===== config.mk =====
export PLATFORM = sky130hd
export DESIGN_NAME = doppler_antenna_rotator_ctrl
export DESIGN_NICKNAME = d
export VERILOG_FILES = /design/src/dar_pkg.sv /design/src/doppler_antenna_rotator_ctrl.sv
export VERILOG_INCLUDE_DIRS = /design/src /design/src/src
export SDC_FILE = /design/constraint.sdc
export NUM_CORES = 1
export LEC_CHECK = 0
export ABC_AREA = 1
export BUFFER_PORTS_ARGS = -buffer_cell sky130_fd_sc_hd__buf_2
export CAP_MARGIN = 20
export CORE_MARGIN = 2
export CORE_UTILIZATION = 50
export DETAILED_ROUTE_END_ITERATION = 8
export HOLD_SLACK_MARGIN = 0.15
export PLACE_DENSITY_LB_ADDON = 0.08
export SLEW_MARGIN = 5
export SYNTH_ARGS = -nofsm -noshare
export SYNTH_HDL_FRONTEND = slang
export SYNTH_SLANG_ARGS = --single-unit
export TNS_END_PERCENT = 20

===== constraint.sdc =====
create_clock -name clock -period 1.93 [get_ports clock]
set_input_delay 0.386 -clock clock [delete_from_list [all_inputs] [get_ports clock]]
set_output_delay 0.386 -clock clock [all_outputs]
set_load 0.1 [all_outputs]

===== src/assert_macros.svh =====
// Assertion macros used by the RTL of the antenna rotator controller.
// Clocked on clock, disabled while reset is high.
`ifndef ASSERT_MACROS_SVH
`define ASSERT_MACROS_SVH

// Concurrent property check, reported through $error.
`define ASSERT_CLK(label, prop, msg) \
   label: assert property (@(posedge clock) disable iff (reset) (prop)) else $error(msg);

// Implication checked on the next clock edge.
`define ASSERT_NEXT(label, ante, cons, msg) \
   label: assert property (@(posedge clock) disable iff (reset) (ante) |=> (cons)) \
      else $error(msg);

`endif


===== src/dar_pkg.sv =====
// Types and constants for the antenna rotator controller.
// No dependencies; used by doppler_antenna_rotator_ctrl.
package dar_pkg;

   typedef enum logic [1:0] {
      REQ_TICK     = 2'd0,
      REQ_BYTE     = 2'd1,
      REQ_SAMPLE   = 2'd2,
      REQ_TX_READY = 2'd3
   } req_kind_type;

   typedef enum logic [2:0] {
      CSR_OP_ROTATE     = 3'd0,
      CSR_OP_STOP       = 3'd1,
      CSR_OP_RATE       = 3'd2,
      CSR_OP_STREAM_ON  = 3'd3,
      CSR_OP_STREAM_OFF = 3'd4
   } csr_index_type;

   localparam logic [7:0] OP_ROTATE_RST     = 8'd1;
   localparam logic [7:0] OP_STOP_RST       = 8'd2;
   localparam logic [7:0] OP_RATE_RST       = 8'd3;
   localparam logic [7:0] OP_STREAM_ON_RST  = 8'd4;
   localparam logic [7:0] OP_STREAM_OFF_RST = 8'd5;
   localparam logic [7:0] RATE_RST          = 8'd4;
   localparam logic [3:0] ANT_FIRST         = 4'b0001;
   localparam logic [3:0] ANT_WRAP          = 4'b1000;

   // Result word, packed from the top bit down; antenna_enables is in bits 3:0.
   typedef struct packed {
      logic       pad;
      logic       led_on;
      logic       conv_start;
      logic [7:0] tx_byte;
      logic       tx_valid;
      logic [3:0] antenna_enables;
   } rsp_word_type;

endpackage


===== src/doppler_antenna_rotator_ctrl.sv =====
// Antenna rotator controller top level: event decode, rotation and streaming.
// Depends on dar_pkg and assert_macros.svh.
//
// Usage:
// - req channel: one event word per handshake. req_tuser is the event kind
//   (tick, received byte, sample done, transmitter ready); req_tdata carries
//   the byte and the sample.
// - rsp channel: exactly one result word per event, in order, with the
//   antenna enables after the event, the serial byte with its valid flag,
//   the conversion request and the sticky error LED.
// - csr port: opcode registers written by index while no event is in flight.
// Each result word is registered, in the result register or the skid register.
// Throughput: one event per cycle while req_tready is high; the whole update
// is one pass of logic between the state registers and the output registers.
// A two-entry output (result register plus skid register) keeps req_tready
// high while one result waits; req_tready drops only when both are full,
// i.e. after two words are stalled by rsp_tready low.
// Reset (synchronous): rotation and streaming off, element one selected,
// rate 4, phase and sample zero, LED off, opcodes back to 1..5.
`include "assert_macros.svh"

module doppler_antenna_rotator_ctrl (
   input  logic        clock,
   input  logic        reset,
   input  logic        req_tvalid,
   output logic        req_tready,
   input  logic [23:0] req_tdata,   // byte_in[7:0], sample_in[17:8], zero pad
   input  logic [1:0]  req_tuser,   // req_type[1:0]
   output logic        rsp_tvalid,
   input  logic        rsp_tready,
   output logic [15:0] rsp_tdata,   // antenna_enables[3:0], tx_valid[4],
                                    // tx_byte[12:5], conv_start[13], led_on[14]
   input  logic        csr_we,
   input  logic [2:0]  csr_addr,
   input  logic [7:0]  csr_wdata
);

   logic [7:0] op_rotate_ff, op_stop_ff, op_rate_ff, op_stream_on_ff, op_stream_off_ff;

   logic       rotating_ff, rotating_in;
   logic       streaming_ff, streaming_in;
   logic [3:0] antenna_sel_ff, antenna_sel_in;
   logic [7:0] rate_ff, rate_in;
   logic [7:0] phase_ff, phase_in;
   logic [9:0] sample_ff, sample_in;
   logic       await_ff, await_in;
   logic       pending_ff, pending_in;
   logic       led_ff, led_in;

   logic                  out_valid_ff, out_valid_in;
   dar_pkg::rsp_word_type out_data_ff, out_data_in;
   logic                  skid_valid_ff, skid_valid_in;
   dar_pkg::rsp_word_type skid_data_ff, skid_data_in;

   dar_pkg::rsp_word_type result;
   dar_pkg::req_kind_type kind;
   logic [7:0]            byte_in;
   logic [9:0]            sample_req;
   logic [7:0]            phase_inc;
   logic [3:0]            ant_shift;
   logic                  accept;
   logic                  pop;

   assign kind       = dar_pkg::req_kind_type'(req_tuser);
   assign byte_in    = req_tdata[7:0];
   assign sample_req = req_tdata[17:8];
   assign req_tready = !skid_valid_ff;
   assign accept     = req_tvalid && req_tready;
   assign pop        = out_valid_ff && rsp_tready;
   assign rsp_tvalid = out_valid_ff;
   assign rsp_tdata  = out_data_ff;
   assign phase_inc  = phase_ff + 8'd1;
   assign ant_shift  = antenna_sel_ff >> 1;

   always_ff @(posedge clock) begin
      if (reset) begin
         op_rotate_ff     <= dar_pkg::OP_ROTATE_RST;
         op_stop_ff       <= dar_pkg::OP_STOP_RST;
         op_rate_ff       <= dar_pkg::OP_RATE_RST;
         op_stream_on_ff  <= dar_pkg::OP_STREAM_ON_RST;
         op_stream_off_ff <= dar_pkg::OP_STREAM_OFF_RST;
      end else if (csr_we) begin
         unique case (csr_addr)
            dar_pkg::CSR_OP_ROTATE:     op_rotate_ff     <= csr_wdata;
            dar_pkg::CSR_OP_STOP:       op_stop_ff       <= csr_wdata;
            dar_pkg::CSR_OP_RATE:       op_rate_ff       <= csr_wdata;
            dar_pkg::CSR_OP_STREAM_ON:  op_stream_on_ff  <= csr_wdata;
            dar_pkg::CSR_OP_STREAM_OFF: op_stream_off_ff <= csr_wdata;
            default: ;
         endcase
      end
   end

   // Event decode and state update.
   always_comb begin
      rotating_in    = rotating_ff;
      streaming_in   = streaming_ff;
      antenna_sel_in = antenna_sel_ff;
      rate_in        = rate_ff;
      phase_in       = phase_ff;
      sample_in      = sample_ff;
      await_in       = await_ff;
      pending_in     = pending_ff;
      led_in         = led_ff;
      result         = '0;
      unique case (kind)
         dar_pkg::REQ_TICK: begin
            if (streaming_ff) begin
               result.conv_start = 1'b1;
               result.tx_valid   = 1'b1;
               result.tx_byte    = sample_ff[7:0];
               pending_in        = 1'b1;
            end
            if (rotating_ff) begin
               if (phase_inc == rate_ff) begin
                  phase_in       = '0;
                  antenna_sel_in = (ant_shift == 4'd0) ? dar_pkg::ANT_WRAP : ant_shift;
               end else begin
                  phase_in = phase_inc;
               end
            end
         end
         dar_pkg::REQ_BYTE: begin
            if (await_ff) begin
               rate_in  = byte_in;
               await_in = 1'b0;
            end else if (byte_in == op_rotate_ff) begin
               rotating_in = 1'b1;
            end else if (byte_in == op_stop_ff) begin
               rotating_in = 1'b0;
            end else if (byte_in == op_rate_ff) begin
               await_in = 1'b1;
            end else if (byte_in == op_stream_on_ff) begin
               streaming_in = 1'b1;
            end else if (byte_in == op_stream_off_ff) begin
               streaming_in = 1'b0;
            end else begin
               led_in = 1'b1;
            end
         end
         dar_pkg::REQ_SAMPLE: begin
            sample_in = sample_req;
         end
         dar_pkg::REQ_TX_READY: begin
            if (pending_ff) begin
               result.tx_valid = 1'b1;
               result.tx_byte  = {antenna_sel_ff, 2'b00, sample_ff[9:8]};
               pending_in      = 1'b0;
            end
         end
         default: ;
      endcase
      result.antenna_enables = antenna_sel_in;
      result.led_on          = led_in;
   end

   always_ff @(posedge clock) begin
      if (reset) begin
         rotating_ff    <= 1'b0;
         streaming_ff   <= 1'b0;
         antenna_sel_ff <= dar_pkg::ANT_FIRST;
         rate_ff        <= dar_pkg::RATE_RST;
         phase_ff       <= '0;
         sample_ff      <= '0;
         await_ff       <= 1'b0;
         pending_ff     <= 1'b0;
         led_ff         <= 1'b0;
      end else if (accept) begin
         rotating_ff    <= rotating_in;
         streaming_ff   <= streaming_in;
         antenna_sel_ff <= antenna_sel_in;
         rate_ff        <= rate_in;
         phase_ff       <= phase_in;
         sample_ff      <= sample_in;
         await_ff       <= await_in;
         pending_ff     <= pending_in;
         led_ff         <= led_in;
      end
   end

   // Result register with one skid entry behind it.
   always_comb begin
      out_valid_in  = out_valid_ff;
      out_data_in   = out_data_ff;
      skid_valid_in = skid_valid_ff;
      skid_data_in  = skid_data_ff;
      if (!out_valid_ff || pop) begin
         if (skid_valid_ff) begin
            out_valid_in  = 1'b1;
            out_data_in   = skid_data_ff;
            skid_valid_in = 1'b0;
         end else begin
            out_valid_in = accept;
            out_data_in  = result;
         end
      end else if (accept) begin
         skid_valid_in = 1'b1;
         skid_data_in  = result;
      end
   end

   always_ff @(posedge clock) begin
      if (reset) begin
         out_valid_ff  <= 1'b0;
         skid_valid_ff <= 1'b0;
      end else begin
         out_valid_ff  <= out_valid_in;
         skid_valid_ff <= skid_valid_in;
      end
      out_data_ff  <= out_data_in;
      skid_data_ff <= skid_data_in;
   end

   `ASSERT_CLK(a_ant_onehot, $onehot(antenna_sel_ff), "antenna select lost one-hot")
   `ASSERT_CLK(a_skid_order, !skid_valid_ff || out_valid_ff, "skid word without result word")
   `ASSERT_NEXT(a_led_sticky, led_ff, led_ff, "error LED cleared without reset")
   `ASSERT_NEXT(a_idle_state, !accept && !csr_we, $stable(phase_ff) && $stable(rate_ff),
                "rotation state changed without an event")

endmodule


==> run_results.csv <==
group,metric,value,unit
worst_hold_path,worstHoldStart,"req_tdata[8]",
worst_hold_path,hp-class,"primary input to flop",
synth,ys.flop_type,"dfxtp_1",
floorplanning,die_h,106,µm
timing,timing.final.ws_setup,0.0535,ns
drt,drt_pass1_iterations,5,
layout,nNetsFinal,781,
worst_setup_path,path_class,"flop to flop",
drt,vias,4443,
placement,hpwlAfterDp,8470,µm
worst_setup_path,reg2reg_from,"phase_ff[1]",
grt,grt_pass1_wl,19500,µm
power_and_ir_drop,p_leak,0.00253,µW
layout,antenna_cells,0,
clocking,cts.path.max_buffers,2,
synth,synth_area_per_cell,7.75,µm²
worst_setup_path,critPathBufInv,0,
power_and_ir_drop,pwr_density_cell,722,mW/mm²
timing,hold_ws,0.269,ns
layout,postLayoutCoreUtil,58.0,%
timing,max_freq,0.533,GHz
grt,grt_use_total,21.7,%
synth,synth_area_leaders,"dfxtp_1 29%, edfxtp_1 17%, nand2_1 11%",
clocking,cts.reportedPaths.clkPinSlew,0.11,ns
worst_setup_path,slowest_delay,0.35,ns
drt,wirelength,11600,µm
drt,met1_length,5370,µm
timing,tns,0,ns
clocking,numClockSinks,107,
worst_setup_path,cpLargestDelayFamily,"simple AND/OR/NAND/NOR gates",
worst_setup_path,reg2reg_to,"rsp_tdata[1]",
synth,syn_nets,723,
drt,wl_met3,460,µm
clocking,worstSkewPairLatency,0.37,ns
drt,route.met2.wl,5600,µm
worst_setup_path,r2r_slack,0.05,ns
synth,synth-edff-count,30,
grt,gr-total-overflow,0,
synth,yosysTopAreaCellShare,29.4,%
floorplanning,start_util,51.2,%
placement,io_buffers,52,
synth,synth_cell_types,42,
clocking,htree_levels,3,
synth,yosys_warnings,0,
clocking,cts_made_buffers,9,
layout,nFillCells,952,
worst_setup_path,path_max_fanout,4,
job,drv_cap,0,
timing,setup_viol,0,
timing,fin_crit,1.88,ns
clocking,cts-root-buf,"clkbuf_8",
worst_hold_path,holdPathStages,3,
worst_setup_path,crit_chain,"ha_4 -> xor2_1 -> nor2_1 -> nand3_1 -> nor2_1 -> nand4_4 -> nand2_2 -> nand2_2 -> nand2_1 -> nand2_1",
grt,grt_antenna_before_repair,0,
grt,grt_max_degree,55,
layout,drive_above_1_share,19.8,%
synth,yosysMostFrequentCell,"nand2_1",
worst_setup_path,slowest_stage,"dfxtp_2",
drt,drt_iter0_drc,209,
grt,grt_pass1_vias,4198,
placement,place_ws,-0.00921,ns
drt,highest_layer,"met4",
layout,register_area,0.00245,mm²
worst_setup_path,worstPathArrival,2.02,ns
drt,vias_per_cell,5.08,
power_and_ir_drop,ir_drop,505,µV
synth,synthTopCellsByCount,"153 x nand2_1, 77 x dfxtp_1, 69 x inv_1, 65 x nor2_1, 54 x a21oi_1",
synth,syn_area,0.00524,mm²
synth,ys_seq_area_share,46.6,%
drt,drc,0,
floorplanning,die-area,0.0113,mm²
layout,multiInputGateArea,0.00244,mm²
timing,rsz0062_at_grt,"yes",
timing,hold_viol_final,0,
floorplanning,boundaryPins,60,
floorplanning,fp-row-count,37,
worst_setup_path,worstPathRequired,2.07,ns
timing,period_share,97.2,%
synth,synth_top_cell_by_area,"dfxtp_1",
floorplanning,die_w,106,µm
synth,ys_ff_latch,107,
layout,syn_to_final_growth,13.2,%
worst_setup_path,reg2reg_depth,10,
drt,wl_per_cell,13.2,µm
placement,gp_congestion,0.857,
layout,fin_cells,875,
timing,slew_violations,0,
worst_setup_path,end_kind,"flop",
placement,dp_cells,855,
run_status,outcome,"complete, no violations",
synth,synthCells,676,
drt,ant_nets,0,
synth,async_flop_share,0,%
clocking,postCtsHoldBufs,0,
worst_setup_path,start_kind,"flop",
timing,finalClockSkew,0.0123,ns
clocking,cts_tree,"yes",
worst_hold_path,min_to,"sample_ff[0]",
floorplanning,core,0.0102,mm²
==> stage by stage <==
stage / total power, µW / instance area (µm²)
global placement: 3020 / 5680
CTS: 4320 / 5870
floorplan: 2890 / 5250
finish: 4280 / 5930
detailed placement: 3030 / 5680
global route: 4460 / 5930
==> tightest hold or removal path, delay by kind of cell <==
kind / cells / cell delay [ns]
AO/OA/AOI/OAI: 1 / 0.06
buffers and inverters: 1 / 0.09
AND/OR/NAND/NOR: 1 / 0.06
==> how the worst max path moves through the flow <==
| stage | startpoint | to | slack (ns) | cells past startpoint |
|---|---|---|---|---|
| 2_1_floorplan | skid_valid_ff | req_tready | -0.09 | 3 |
| 3_3_place_gp | phase_ff[0] | skid_data_ff[0] | 0.04 | 9 |
| 3_5_place_dp | phase_ff[0] | skid_data_ff[0] | -0.009 | 12 |
| 4_1_cts | phase_ff[2] | rsp_tdata[1] | 0.002 | 13 |
| 5_1_grt | phase_ff[1] | rsp_tdata[0] | -0.07 | 10 |
| 6_report | phase_ff[1] | rsp_tdata[1] | 0.05 | 10 |
==> layer usage <==
metal,up-vias,GRT usage [%]
met4,0,7.52
li1,2312,-
met1,2041,28.4
met5,-,0
met2,79,36.8
met3,11,2.82
==> placed cells by master, fill, tap and decap left out, drive strengths merged, types with 2 or more instances in the layout <==
master	n
nand3	48
a21oi	56
nand4	25
ha	5
clkbuf	9
and2	2
inv	77
clkinvlp	2
nor3	3
dfxtp	77
xnor2	11
o21ai	51
clkinv	4
edfxtp	30
nand2	166
xor2	8
nor2	76
buf	72
or2	9
a31oi	2
==> area by class of cell <==
cell class,instances,area share [%]
clock inverter,7,0.949
sequential,107,41.3
timing repair buffer,72,6.92
clock buffer,9,2.09
tap,136,2.87
inverter,76,4.83
multi-input combinational,468,41.1
==> kinds of logic (layout without fill, tap and decap cells) <==
kind of cell    after synthesis  count (layout)  synth area share [%]
simple gates                330             330                  29.9
compound gates              113             113                  11.3
flops                       107             107                  46.6
buf+inv                     101             164                  7.71
xor+xnor                     19              19                  3.17
fa+ha+maj                     5               5                  1.19
other cells                   1               1                0.0715
==> where the power goes <==
part | switching [µW] | internal, µW | total (µW)
clock | 813 | 487 | 1300
sequential | 34.7 | 2380 | 2410
combinational | 421 | 148 | 569
==> what timing repair did <==
action,in CTS,in global routing
resized for setup,0,11
setup buffers,2,2
pin swaps,2,12
endpoints found under the hold margin,0,0
endpoints found under the setup margin,4,20
(Power assumes the default switching activity.)
